--- src/sv/fsu_pkg.sv ---
// fsu_pkg: shared types and constants for the falling sand grid update block.
// Field widths, operation and material codes, controller/datapath command and status.
// No dependencies.
package fsu_pkg;

    localparam int OP_W      = 2;
    localparam int COORD_W   = 6;
    localparam int MAT_W     = 3;
    localparam int MASK_W    = 8;
    localparam int CFG_IDX_W = 1;
    localparam int S_TDATA_W = 16;
    localparam int M_TDATA_W = 8;
    localparam int NB_COUNT  = 5;

    localparam logic [OP_W-1:0] OP_WRITE = 2'd0;
    localparam logic [OP_W-1:0] OP_READ  = 2'd1;
    localparam logic [OP_W-1:0] OP_SWEEP = 2'd2;
    localparam logic [OP_W-1:0] OP_NONE  = 2'd3;

    localparam logic [MAT_W-1:0] CODE_EMPTY   = 3'd0;
    localparam logic [MAT_W-1:0] CODE_BLOCKER = 3'd1;

    localparam logic [CFG_IDX_W-1:0] CFG_SOLID = 1'd0;
    localparam logic [CFG_IDX_W-1:0] CFG_FLUID = 1'd1;

    localparam logic [MASK_W-1:0] SOLID_RST = 8'd14;
    localparam logic [MASK_W-1:0] FLUID_RST = 8'd16;

    // neighbours of the cell under the sweep
    typedef enum logic [2:0] {NB_DN, NB_DL, NB_DR, NB_LF, NB_RT} nbr_t;

    typedef enum logic [1:0] {RS_SELF, RS_NB, RS_OP} rd_src_t;

    typedef struct packed {
        logic    op_load;
        logic    scan_rst;
        logic    scan_adv;
        logic    clr_wr;
        logic    rd_en;
        rd_src_t rd_src;
        nbr_t    rd_nb;
        logic    cap_self;
        logic    cap_nb;
        nbr_t    cap_sel;
        logic    wr_op;
        logic    wr_tgt;
        logic    wr_src;
        logic    out_load;
    } fsu_cmd_t;

    typedef struct packed {
        logic [OP_W-1:0] op;
        logic            self_act;
        logic            move;
        logic            scan_last;
        logic            out_busy;
    } fsu_sts_t;

endpackage

--- src/sv/fsu_ctrl.sv ---
// fsu_ctrl: controller of the falling sand grid update block.
// Sequences clearing, cell access and the sweep through the datapath.
// Depends on fsu_pkg.
module fsu_ctrl (
    input  logic              aclk,
    input  logic              aresetn,
    input  logic              s_tvalid,
    output logic              s_tready,
    input  fsu_pkg::fsu_sts_t sts,
    output fsu_pkg::fsu_cmd_t cmd
);

    typedef enum logic [3:0] {
        S_CLEAR, S_IDLE, S_EXEC, S_SW_RD, S_SW_SELF, S_SW_NB, S_SW_DEC, S_SW_WS, S_DONE
    } state_t;

    state_t        state_reg, state_next;
    fsu_pkg::nbr_t nb_reg, nb_next;

    assign s_tready = (state_reg == S_IDLE);

    always_comb begin
        state_next = state_reg;
        nb_next    = nb_reg;
        cmd        = '0;
        cmd.rd_src = fsu_pkg::RS_SELF;
        cmd.rd_nb  = fsu_pkg::NB_DN;
        cmd.cap_sel = nb_reg;
        unique case (state_reg)
            S_CLEAR: begin
                cmd.clr_wr = 1'b1;
                if (sts.scan_last) begin
                    cmd.scan_rst = 1'b1;
                    state_next   = S_IDLE;
                end else begin
                    cmd.scan_adv = 1'b1;
                end
            end
            S_IDLE: begin
                if (s_tvalid) begin
                    cmd.op_load = 1'b1;
                    state_next  = S_EXEC;
                end
            end
            S_EXEC: begin
                unique case (sts.op)
                    fsu_pkg::OP_WRITE: begin
                        cmd.wr_op  = 1'b1;
                        state_next = S_DONE;
                    end
                    fsu_pkg::OP_READ: begin
                        cmd.rd_en  = 1'b1;
                        cmd.rd_src = fsu_pkg::RS_OP;
                        state_next = S_DONE;
                    end
                    fsu_pkg::OP_SWEEP: state_next = S_SW_RD;
                    default:           state_next = S_DONE;
                endcase
            end
            S_SW_RD: begin
                cmd.rd_en  = 1'b1;
                state_next = S_SW_SELF;
            end
            S_SW_SELF: begin
                cmd.cap_self = 1'b1;
                if (sts.self_act) begin
                    cmd.rd_en  = 1'b1;
                    cmd.rd_src = fsu_pkg::RS_NB;
                    cmd.rd_nb  = fsu_pkg::NB_DN;
                    nb_next    = fsu_pkg::NB_DN;
                    state_next = S_SW_NB;
                end else if (sts.scan_last) begin
                    cmd.scan_rst = 1'b1;
                    state_next   = S_DONE;
                end else begin
                    cmd.scan_adv = 1'b1;
                    state_next   = S_SW_RD;
                end
            end
            S_SW_NB: begin
                cmd.cap_nb = 1'b1;
                if (nb_reg == fsu_pkg::NB_RT) begin
                    state_next = S_SW_DEC;
                end else begin
                    cmd.rd_en  = 1'b1;
                    cmd.rd_src = fsu_pkg::RS_NB;
                    cmd.rd_nb  = fsu_pkg::nbr_t'(nb_reg + 3'd1);
                    nb_next    = fsu_pkg::nbr_t'(nb_reg + 3'd1);
                end
            end
            S_SW_DEC: begin
                if (sts.move) begin
                    cmd.wr_tgt = 1'b1;
                    state_next = S_SW_WS;
                end else if (sts.scan_last) begin
                    cmd.scan_rst = 1'b1;
                    state_next   = S_DONE;
                end else begin
                    cmd.scan_adv = 1'b1;
                    state_next   = S_SW_RD;
                end
            end
            S_SW_WS: begin
                cmd.wr_src = 1'b1;
                if (sts.scan_last) begin
                    cmd.scan_rst = 1'b1;
                    state_next   = S_DONE;
                end else begin
                    cmd.scan_adv = 1'b1;
                    state_next   = S_SW_RD;
                end
            end
            S_DONE: begin
                if (!sts.out_busy) begin
                    cmd.out_load = 1'b1;
                    state_next   = S_IDLE;
                end
            end
            default: state_next = S_IDLE;
        endcase
    end

    always_ff @(posedge aclk) begin
        if (!aresetn) begin
            state_reg <= S_CLEAR;
            nb_reg    <= fsu_pkg::NB_DN;
        end else begin
            state_reg <= state_next;
            nb_reg    <= nb_next;
        end
    end

`ifndef ASSERT_OFF
    a_accept_exec: assert property (@(posedge aclk) disable iff (!aresetn)
        s_tvalid && s_tready |=> state_reg == S_EXEC)
        else $error("accepted word not executed");

    a_scan_home: assert property (@(posedge aclk) disable iff (!aresetn)
        state_reg == S_IDLE |-> !cmd.scan_adv && !cmd.wr_tgt && !cmd.clr_wr)
        else $error("grid activity while idle");

    a_dec_after_nb: assert property (@(posedge aclk) disable iff (!aresetn)
        state_reg == S_SW_DEC |-> $past(state_reg) == S_SW_NB && $past(nb_reg) == fsu_pkg::NB_RT)
        else $error("decision before all neighbours captured");
`endif

endmodule

--- config.mk ---
export PLATFORM = sky130hd
export DESIGN_NAME = fsu_ctrl
export DESIGN_NICKNAME = d
export VERILOG_FILES = /design/src/sv/fsu_pkg.sv /design/src/sv/fsu_ctrl.sv
export SDC_FILE = /design/constraint.sdc
export NUM_CORES = 1
export LEC_CHECK = 0
export CAP_MARGIN = 25
export CORE_ASPECT_RATIO = 1.25
export CORE_MARGIN = 3
export CORE_UTILIZATION = 33
export CTS_CLUSTER_SIZE = 10
export DETAILED_ROUTE_END_ITERATION = 10
export DONT_BUFFER_PORTS = 1
export GPL_ROUTABILITY_DRIVEN = 0
export PLACE_DENSITY = 0.51
export SLEW_MARGIN = 0
export SYNTH_ARGS = -nofsm -noshare
export SYNTH_HDL_FRONTEND = slang
export SYNTH_SLANG_ARGS = --single-unit
export TNS_END_PERCENT = 5
--- constraint.sdc ---
create_clock -name aclk -period 1.7 [get_ports aclk]
set_clock_uncertainty 0.1 [all_clocks]
set_input_delay 0.255 -clock aclk [delete_from_list [all_inputs] [get_ports aclk]]
set_output_delay 0.255 -clock aclk [all_outputs]
set_load 0.01 [all_outputs]
==> flow_summary_export.csv, run 1 <==
group,metric,value,unit
status,run_status,"finished with violations",
status,violations,"negative setup slack",
pwr,leakagePower,0.4181,nW
pwr,swShare,0.2738,
sta,setup_ws,-0.02978,ns
logic_synthesis,synth.yosys.seq_area_share,0.1996,
sta,setup_viol,3,
pwr,power.total,434.2,µW
die,fp.dieH,57.57,µm
logic_synthesis,synthCells,90,
grt,antenna_found_initial,0,
critical_path,worstPathRequired,1.34,ns
clock_tree,cts_tree,"built",
sta,finalHoldViolations,0,
logic_synthesis,synth_area_leaders,"dfxtp_1 (20%), nand2b_1 (4.5%), a21oi_1 (4.3%)",
critical_path,arrival,1.37,ns
logic_synthesis,ys_seq_elements,7,
pwr,p_per_area,421.2,nW/µm²
drt,first_pass_iters,4,
drt,detail-route-antenna-nets,0,
pwr,combPwrFrac,0.267,
die,initial_core_util,0.3502,
sta,max_slew_margin,0.7696,
sta,slew_viol_final,0,
drt,avgViaCountPerCell,5.811,
hold_path,hold_class,"primary input to flip-flop",
pwr,seq_power_share,0.389,
clock_tree,cts_root_buf,"clkbuf_4",
final_layout,drive_above_1_share,0.5089,
sta,tightestPinTransition,0.3435,ns
critical_path,end_kind,"output pin",
flow_run,drv_cap,0,
die,die_area,2720,µm²
logic_synthesis,synth_edf_count,0,
clock_tree,htreeDepth,1,
sta,period_needed,1.730,ns
placed_design,numPortBuffers,0,
logic_synthesis,ys_types,41,
die,placementRows,18,
pwr,power.switching,118.9,µW
logic_synthesis,yosysTopAreaCell,"dfxtp_1",
grt,grt_max_degree,13,
drt,drcViolationCount,0,
clock_tree,numCtsBuffers,3,
final_layout,final_common_cell,"buf_4",
clock_tree,clock_latency,0.25,ns
sta,rsz0062_at_grt,"true",
logic_synthesis,syn-num-nets,101,
drt,wl,2.007,mm
logic_synthesis,synth_flop_cell,"dfxtp_1",
drt,drtIter0Drc,16,
logic_synthesis,syn_area,701.9,µm²
final_layout,largest_reg_flops,4,
critical_path,critical_path.slowest_cell,"dfxtp_4",
critical_path,critPathMaxFanout,6,
sta,period_share,1.018,
logic_synthesis,yosysTopAreaCellShare,0.1996,
logic_synthesis,async_reset_ff_frac,0,
final_layout,final_cell_mix,"buf_4 (23), inv_1 (7), nor2_1 (6), nor3_1 (5)",
logic_synthesis,avgSynthCellArea,7.799,µm²
grt,grt_pass1_wl,3.263,mm
sta,max_freq,578.1,MHz
placed_design,place_inst,121,
clock_tree,clock_path_buffers,2,
die,die_w,47.25,µm
critical_path,start_kind,"flip-flop",
final_layout,final_cells,132,
critical_path,worstPathCellList,"buf_12 > nor4bb_4 > buf_4 > and3_4",
pwr,p_clk_frac,0.343,
clock_tree,clock_sinks,7,
grt,overflow,0,
die,coreArea,2004,µm²
logic_synthesis,yosys_warnings,0,
final_layout,fin_nets,124,
final_layout,n_antenna_cell,0,
grt,grt_pass1_vias,761,
drt,avgRoutedWirePerCell,15.20,µm
grt,grt_usage,0.1627,
critical_path,crit_type,"flip-flop to output pin",
die,io_pins,29,
critical_path,critPathMaxStageDelay,0.37,ns
pwr,p_int,315.4,µW
placed_design,hpwl,1.414,mm
clock_tree,clk_pin_slew,0.05,ns
final_layout,syn_to_final_growth,46.88,%
drt,vias,767,
pwr,ir_drop,0.3117,mV
-- through the flow --
step	hold slack [ns]	setup WS, ns	util	TNS, ns	area (µm²)
floorplan	0.2779	0.1195	-	0	701.9
global placement	0.2999	0.1331	0.4064	0	814.5
detailed placement	0.2896	0.1416	0.4064	0	814.5
CTS	0.02132	-0.02908	0.4544	-0.1147	910.9
global route	0.02200	-0.1199	0.5144	-0.5883	1031
finish	0.02264	-0.02978	0.5144	-0.06285	1031
-- what timing repair did --
item,4_1_cts,5_1_grt
pin swaps,4,8
hold buffers,0,0
setup endpoints to repair,12,14
buffers inserted,2,5
resized for setup,14,18
-- kinds of logic (layout without fill, tap and decap cells) --
logic type,count (synthesis),count (layout),synth area share
compound gates,22,22,0.2193
buf+inv,17,39,0.1319
fa+ha+maj,2,2,0.03564
mux,1,1,0.01426
xor+xnor,1,1,0.01248
simple gates,40,40,0.3868
flops,7,7,0.1996
-- final timing paths --
kind,startpoint,endpoint,slack (ns),depth (start not counted)
setup / recovery,state_reg[2]$_SDFFE_PN0P_,cmd[9],-0.03,4
hold / removal,aresetn,state_reg[0]$_SDFFE_PN0P_,0.02,2
setup reg to reg,state_reg[1]$_SDFFE_PN0P_,nb_reg[0]$_SDFFE_PN0P_,0.08,7
hold reg to reg,nb_reg[1]$_SDFFE_PN0P_,nb_reg[1]$_SDFFE_PN0P_,0.45,2
-- synth_stat cells (2+ instances only) --
| master | instances |
|---|---|
| buf_4 | 3 |
| ha_1 | 2 |
| nor4b_1 | 2 |
| and3_1 | 3 |
| inv_1 | 7 |
| nand2_1 | 3 |
| a31oi_1 | 3 |
| buf_6 | 2 |
| nor2b_1 | 2 |
| nor2_1 | 6 |
| dfxtp_1 | 7 |
| buf_2 | 2 |
| nor3_1 | 6 |
| a21oi_1 | 6 |
| o21ai_0 | 2 |
| clkbuf_1 | 2 |
| nand2b_1 | 5 |
| a211oi_1 | 2 |
| nor4_1 | 3 |
-- power by group through the flow --
stage | Combinational (mW) | Sequential, mW | Clock (mW)
after detailed placement | 0.0962 | 0.176 | 0
after floorplan | 0.0710 | 0.173 | 0
final | 0.116 | 0.169 | 0.149
after global placement | 0.0955 | 0.176 | 0
after CTS | 0.104 | 0.172 | 0.158
after global routing | 0.128 | 0.170 | 0.170
-- worst max-delay path, delay by kind of cell (launching register included) --
family / cells / cell delay [ns]
buf+inv: 2 / 0.31
simple gates: 2 / 0.44
flops: 1 / 0.37
-- area by class of cell --
cell class                      count  area [µm²]
Multi-Input combinational cell     66       563.0
Clock buffer                        4       26.28
Timing Repair Buffer               27       230.2
Inverter                            8       30.03
Tap cell                           20       25.02
Sequential cell                     7       156.4
Fill cell                         197       973.4
-- layer usage --
metal  vias to the layer above  routed length (µm)  track usage
met3                         2                 132      0.03155
li1                        374                   -            -
met2                        30                1130       0.2912
met1                       361                 731       0.1724
met4                         0                  12      0.07115
met5                         -                   0            0
Power figures use the tool's default switching activity.
==> inputs of run 2 (changes only) <==
- CORE_ASPECT_RATIO: 1.25 -> default
==> run 2 against run 1 <==
Effect of this change:
- the run now ends clean
- critical path depth did not move
- via count fell by 5.1%
- register-to-register slack improved by 0.15 ns
- cell area rose by 0.73%
- final cell count rose by 4.5%
- die area fell by 0.13%
- fmax rose by 2.0%
- setup slack improved by 0.033 ns
- global-route usage fell by 1.6 points
- largest power group unchanged
==> flow_summary_export.csv, run 2 (same netlist as run 1, synthesis figures left out) <==
group,metric,value,unit
status,run_status,"finished, final reports clean",
critical_path,rr_endpoint,"nb_reg[2]$_SDFFE_PN0P_",
placed_design,dp_slack,0.1279,ns
die,initial_core_util,0.3542,
sta,max_slew_margin,0.7646,
drt,wl,1.912,mm
final_layout,fin_util,0.5240,
final_layout,fillers,191,
clock_tree,clock_latency,0.24,ns
drt,avgViaCountPerCell,5.275,
grt,antenna_found_initial,0,
die,fp.dieH,52.12,µm
critical_path,crit_type,"flip-flop to output pin",
critical_path,critPathMaxStageDelay,0.36,ns
sta,setup_ws,0.003594,ns
critical_path,start_kind,"flip-flop",
final_layout,largest_reg_flops,4,
clock_tree,cts_root_buf,"clkbuf_4",
placed_design,postPlaceCellArea,830.8,µm²
clock_tree,ctsHoldBuffers,0,
critical_path,r2r_setup_slack,0.23,ns
final_layout,multi_input_comb_area,585.6,µm²
grt,grt_usage,0.1468,
placed_design,place_inst,129,
hold_path,hold_class,"primary input to flip-flop",
pwr,ir_drop,0.3992,mV
sta,setup_tns,0,ns
critical_path,worstPathCellList,"buf_6 > nand2b_4 > nor4b_4 > buf_4",
drt,detail-route-antenna-nets,0,
critical_path,critPathMaxFanout,8,
drt,avgRoutedWirePerCell,13.86,µm
critical_path,r2r-start,"state_reg[2]$_SDFFE_PN0P_",
final_layout,final_cells,138,
drt,drtIter0Drc,17,
clock_tree,clock_sinks,7,
clock_tree,cts_tree,"built",
critical_path,startpoint,"state_reg[0]$_SDFFE_PN0P_",
final_layout,fin_area,1039,µm²
critical_path,critical_path.slowest_cell,"dfxtp_4",
pwr,p_per_area,418.9,nW/µm²
die,die_w,52.12,µm
critical_path,arrival,1.34,ns
final_layout,final_common_cell,"buf_4",
final_layout,final_cell_mix,"buf_4 (23), inv_1 (6), a21oi_1 (6), nor2_1 (6)",
sta,setup_viol,0,
die,die_area,2716,µm²
grt,overflow,0,
placed_design,numPortBuffers,0,
final_layout,regArea,156.4,µm²
critical_path,endpoint,"cmd[2]",
pwr,leakagePower,0.4188,nW
drt,first_pass_iters,4,
die,coreArea,1982,µm²
final_layout,syn_to_final_growth,47.95,%
hold_path,hold_start,"aresetn",
sta,finalHoldViolations,0,
flow_run,drv_cap,0,
grt,grt_pass1_vias,729,
clock_tree,clock_path_buffers,2,
grt,grt_pass1_wl,3.022,mm
clock_tree,clk_pin_slew,0.05,ns
sta,max_freq,589.5,MHz
final_layout,n_antenna_cell,0,
drt,drcViolationCount,0,
sta,period_needed,1.696,ns
sta,slew_viol_final,0,
critical_path,ff2ff_path_depth,5,
final_layout,drive_above_1_share,0.5315,
die,io_pins,29,
sta,rsz0062_at_grt,"true",
clock_tree,htreeDepth,1,
final_layout,fin_nets,123,
drt,vias,728,
critical_path,end_kind,"output pin",
grt,grt_max_degree,12,
die,placementRows,16,
clock_tree,numCtsBuffers,3,
sta,tightestPinTransition,0.3510,ns
critical_path,worstPathRequired,1.34,ns
placed_design,hpwl,1.433,mm
sta,period_share,0.9979,
[run 2: changes by cell type in the layout (fill, tap and decap cells not counted), sizes merged]
| cell | delta |
|---|---|
| buf | -1 |
[run 2: how the worst min path moves through the flow]
stage	endpoint	slack, ns	cells after the start
after floorplan	state_reg[0]$_SDFFE_PN0P_	0.28	2
after global placement	state_reg[0]$_SDFFE_PN0P_	0.30	2
after detailed placement	state_reg[0]$_SDFFE_PN0P_	0.29	2
after CTS	state_reg[0]$_SDFFE_PN0P_	0.02	2
after global routing	state_reg[0]$_SDFFE_PN0P_	0.04	2
final	state_reg[0]$_SDFFE_PN0P_	0.03	2
[run 2: cell type report]
cell class / instances / share of cell area
Multi-Input combinational cell: 66 / 0.5639
Tap cell: 27 / 0.03253
Timing Repair Buffer: 26 / 0.1988
Clock buffer: 4 / 0.02530
Sequential cell: 7 / 0.1506
Inverter: 8 / 0.02892
[run 2: critical path, delay by kind of cell (launching register included)]
kind,cells,cell delay (ns)
simple gates,2,0.45
flops,1,0.36
buf+inv,2,0.29
[run 2: metrics by stage]
| step | hold WS [ns] | total power [mW] |
|---|---|---|
| global placement | 0.2974 | 0.2750 |
| floorplan | 0.2779 | 0.2437 |
| finish | 0.02779 | 0.4350 |
| detailed placement | 0.2915 | 0.2753 |
| global route | 0.04402 | 0.4686 |
| CTS | 0.02286 | 0.4240 |
[run 2: where the power goes]
group          leakage, nW  switching, mW  internal (mW)
registers           0.0602        0.00646          0.164
clock network       0.0150         0.0562         0.0892
logic                0.344         0.0554         0.0635
total                0.419          0.118          0.317
[run 2: what timing repair did]
action,CTS,global route
resized for setup,9,28
buffers inserted,0,5
pin swaps,0,7
endpoints found under the setup margin,13,12
[run 2: layer usage]
| layer | up-vias | global-route usage | routed length (µm) |
|---|---|---|---|
| li1 | 368 | - | - |
| met1 | 337 | 0.1799 | 878 |
| met2 | 21 | 0.2385 | 916 |
| met3 | 2 | 0.06304 | 105 |
| met4 | 0 | 0.02620 | 12 |
| met5 | - | 0 | 0 |
==> inputs of run 3 (changes only) <==
- ABC_AREA: default -> 1
==> run 3 against run 2 <==
Effect of this change:
- synthesized cell count grew 22%
- first-iteration DRC count is 88% lower
- critical path type unchanged
- non-clock buffer count fell by 15
- via count down 2.2%
- core utilization is 4.2 points lower
- setup slack better by 0.018 ns
- register-to-register slack improved by 0.04 ns
- synthesized area is 5.2% lower
- cell area is 16% lower
- largest power group is now combinational cells
- worst hold slack hardly changed
==> flow_summary_export.csv, run 3 <==
group,metric,value,unit
critical_path,crit_type,"flip-flop to output pin",
die,initial_core_util,0.3656,
critical_path,start_kind,"flip-flop",
die,die_w,50.91,µm
drt,vias,712,
grt,grt_pass1_vias,742,
sta,setup_tns,0,ns
drt,wl,1.706,mm
die,coreArea,1821,µm²
placed_design,dp_slack,0.1477,ns
logic_synthesis,synth_edf_count,0,
logic_synthesis,synth_flop_cell,"dfxtp_1",
logic_synthesis,synthTopCellsByCount,"nand2_1 (23), inv_1 (13), nor2_1 (12)",
clock_tree,clock_sinks,7,
grt,grt_usage,0.1475,
logic_synthesis,syn-num-nets,121,
die,die_area,2592,µm²
drt,drtIter0Drc,2,
final_layout,multi_input_comb_area,504.2,µm²
grt,grt_pass1_wl,2.925,mm
final_layout,final_cell_mix,"nand2_1 (21), inv_1 (13), buf_4 (11), nand3_1 (10), nor2_1 (9)",
sta,setup_ws,0.02196,ns
logic_synthesis,yosysTopAreaCellShare,0.2105,
logic_synthesis,synthCells,110,
clock_tree,clk_pin_slew,0.05,ns
sta,max_slew_margin,0.7586,
drt,drcViolationCount,0,
sta,finalHoldViolations,0,
logic_synthesis,avgSynthCellArea,6.051,µm²
pwr,ir_drop,0.5122,mV
critical_path,arrival,1.32,ns
logic_synthesis,ys_seq_elements,7,
clock_tree,ctsHoldBuffers,0,
sta,setup_viol,0,
die,fp.dieH,50.91,µm
pwr,leakagePower,0.4455,nW
sta,slew_viol_final,0,
clock_tree,clock_path_buffers,2,
logic_synthesis,async_reset_ff_frac,0,
sta,period_share,0.9871,
final_layout,n_antenna_cell,0,
clock_tree,cts_tree,"built",
drt,avgViaCountPerCell,4.779,
die,io_pins,29,
grt,grt_max_degree,10,
logic_synthesis,synth.yosys.seq_area_share,0.2105,
drt,detail-route-antenna-nets,0,
critical_path,end_kind,"output pin",
clock_tree,cts_root_buf,"clkbuf_4",
final_layout,syn_to_final_growth,31.77,%
pwr,power.total,891.3,µW
clock_tree,htreeDepth,1,
final_layout,final_common_cell,"nand2_1",
placed_design,hpwl,1.423,mm
logic_synthesis,yosys_warnings,0,
grt,overflow,0,
logic_synthesis,yosysTopAreaCell,"dfxtp_1",
clock_tree,clock_latency,0.25,ns
logic_synthesis,yosysMostFrequentCell,"nand2_1",
die,placementRows,15,
hold_path,hold_class,"primary input to flip-flop",
critical_path,worstPathRequired,1.34,ns
placed_design,postPlaceCellArea,752.0,µm²
critical_path,critPathMaxFanout,7,
sta,rsz0062_at_grt,"true",
clock_tree,numCtsBuffers,3,
final_layout,drive_above_1_share,0.3790,
sta,tightestPinTransition,0.3593,ns
pwr,p_per_area,1016,nW/µm²
logic_synthesis,synth_area_leaders,"dfxtp_1 (21%), nand2_1 (13%), nand3_1 (8.3%)",
sta,max_freq,595.9,MHz
logic_synthesis,syn_area,665.6,µm²
final_layout,fin_nets,136,
drt,avgRoutedWirePerCell,11.45,µm
final_layout,regArea,150.1,µm²
final_layout,largest_reg_flops,4,
final_layout,fillers,203,
flow_run,drv_cap,0,
placed_design,numPortBuffers,0,
sta,period_needed,1.678,ns
logic_synthesis,ys_types,22,
status,run_status,"finished, final reports clean",
final_layout,fin_area,877.1,µm²
drt,first_pass_iters,3,
grt,antenna_found_initial,0,
sta,hold_ws,0.02799,ns
run 3: cell types whose count changed in the layout (fill, tap and decap cells not counted), moves of 6 or more:
cell / change
nor2_4: +6
buf_4: -12
inv_1: +7
nand2_1: +19
nor2_2: +6
nand3_1: +9
run 3: cell type report:
cell class | instances | area share
clock buffer | 4 | 0.02996
sequential | 7 | 0.1712
tap | 25 | 0.03566
multi-input combinational | 82 | 0.5749
inverter | 20 | 0.09415
timing repair buffer | 11 | 0.09415
run 3: path summary, 6_finish.rpt:
kind                                             endpoint                 startpoint  cells after the start  slack, ns
worst max-delay path                              cmd[11]  state_reg[2]$_SDFFE_PN0P_                      6       0.02
worst min-delay path               nb_reg[0]$_SDFFE_PN0P_                    aresetn                      1       0.03
worst max register to register  state_reg[0]$_SDFFE_PN0P_     nb_reg[0]$_SDFFE_PN0P_                      9       0.27
worst min register to register     nb_reg[1]$_SDFFE_PN0P_     nb_reg[1]$_SDFFE_PN0P_                      3       0.51
run 3: logic make-up after synthesis:
kind of cell	synth area share
AOI/OAI and AO/OA	0.1165
xor gates and xnor gates	0.01316
adders and majority gates	0.03759
buffers and inverters	0.1203
DFF	0.2105
and+or+nand+nor	0.5019
run 3: per-layer routing:
metal	wire, µm	GRT usage	up-vias
met2	874	0.2661	19
met3	103	0.04082	4
li1	-	-	378
met4	22	0.06726	0
met1	706	0.1570	311
met5	0	0	-
run 3: critical path, stage by stage, from the launching register on:
cell	delay, ns
dfxtp_4	0.39
inv_4	0.05
nor2_4	0.21
nand3_4	0.14
nand2_8	0.14
inv_4	0.04
nor2_4	0.09
run 3: where the power goes:
part           internal, mW  switching (mW)
clock network        0.0895          0.0601
logic                 0.169           0.334
registers             0.196          0.0422
run 3: through the flow:
| step | utilization | std cells |
|---|---|---|
| final | 0.4818 | 149 |
| after global placement | 0.4131 | 142 |
| after detailed placement | 0.4131 | 142 |
| after floorplan | - | 110 |
| after global routing | 0.4818 | 149 |
| after CTS | 0.4529 | 146 |
run 3: timing repair:
| action | CTS | global route |
|---|---|---|
| setup buffers | 0 | 3 |
| setup endpoints to repair | 5 | 5 |
| resized for setup | 14 | 9 |
| pin swaps | 3 | 6 |
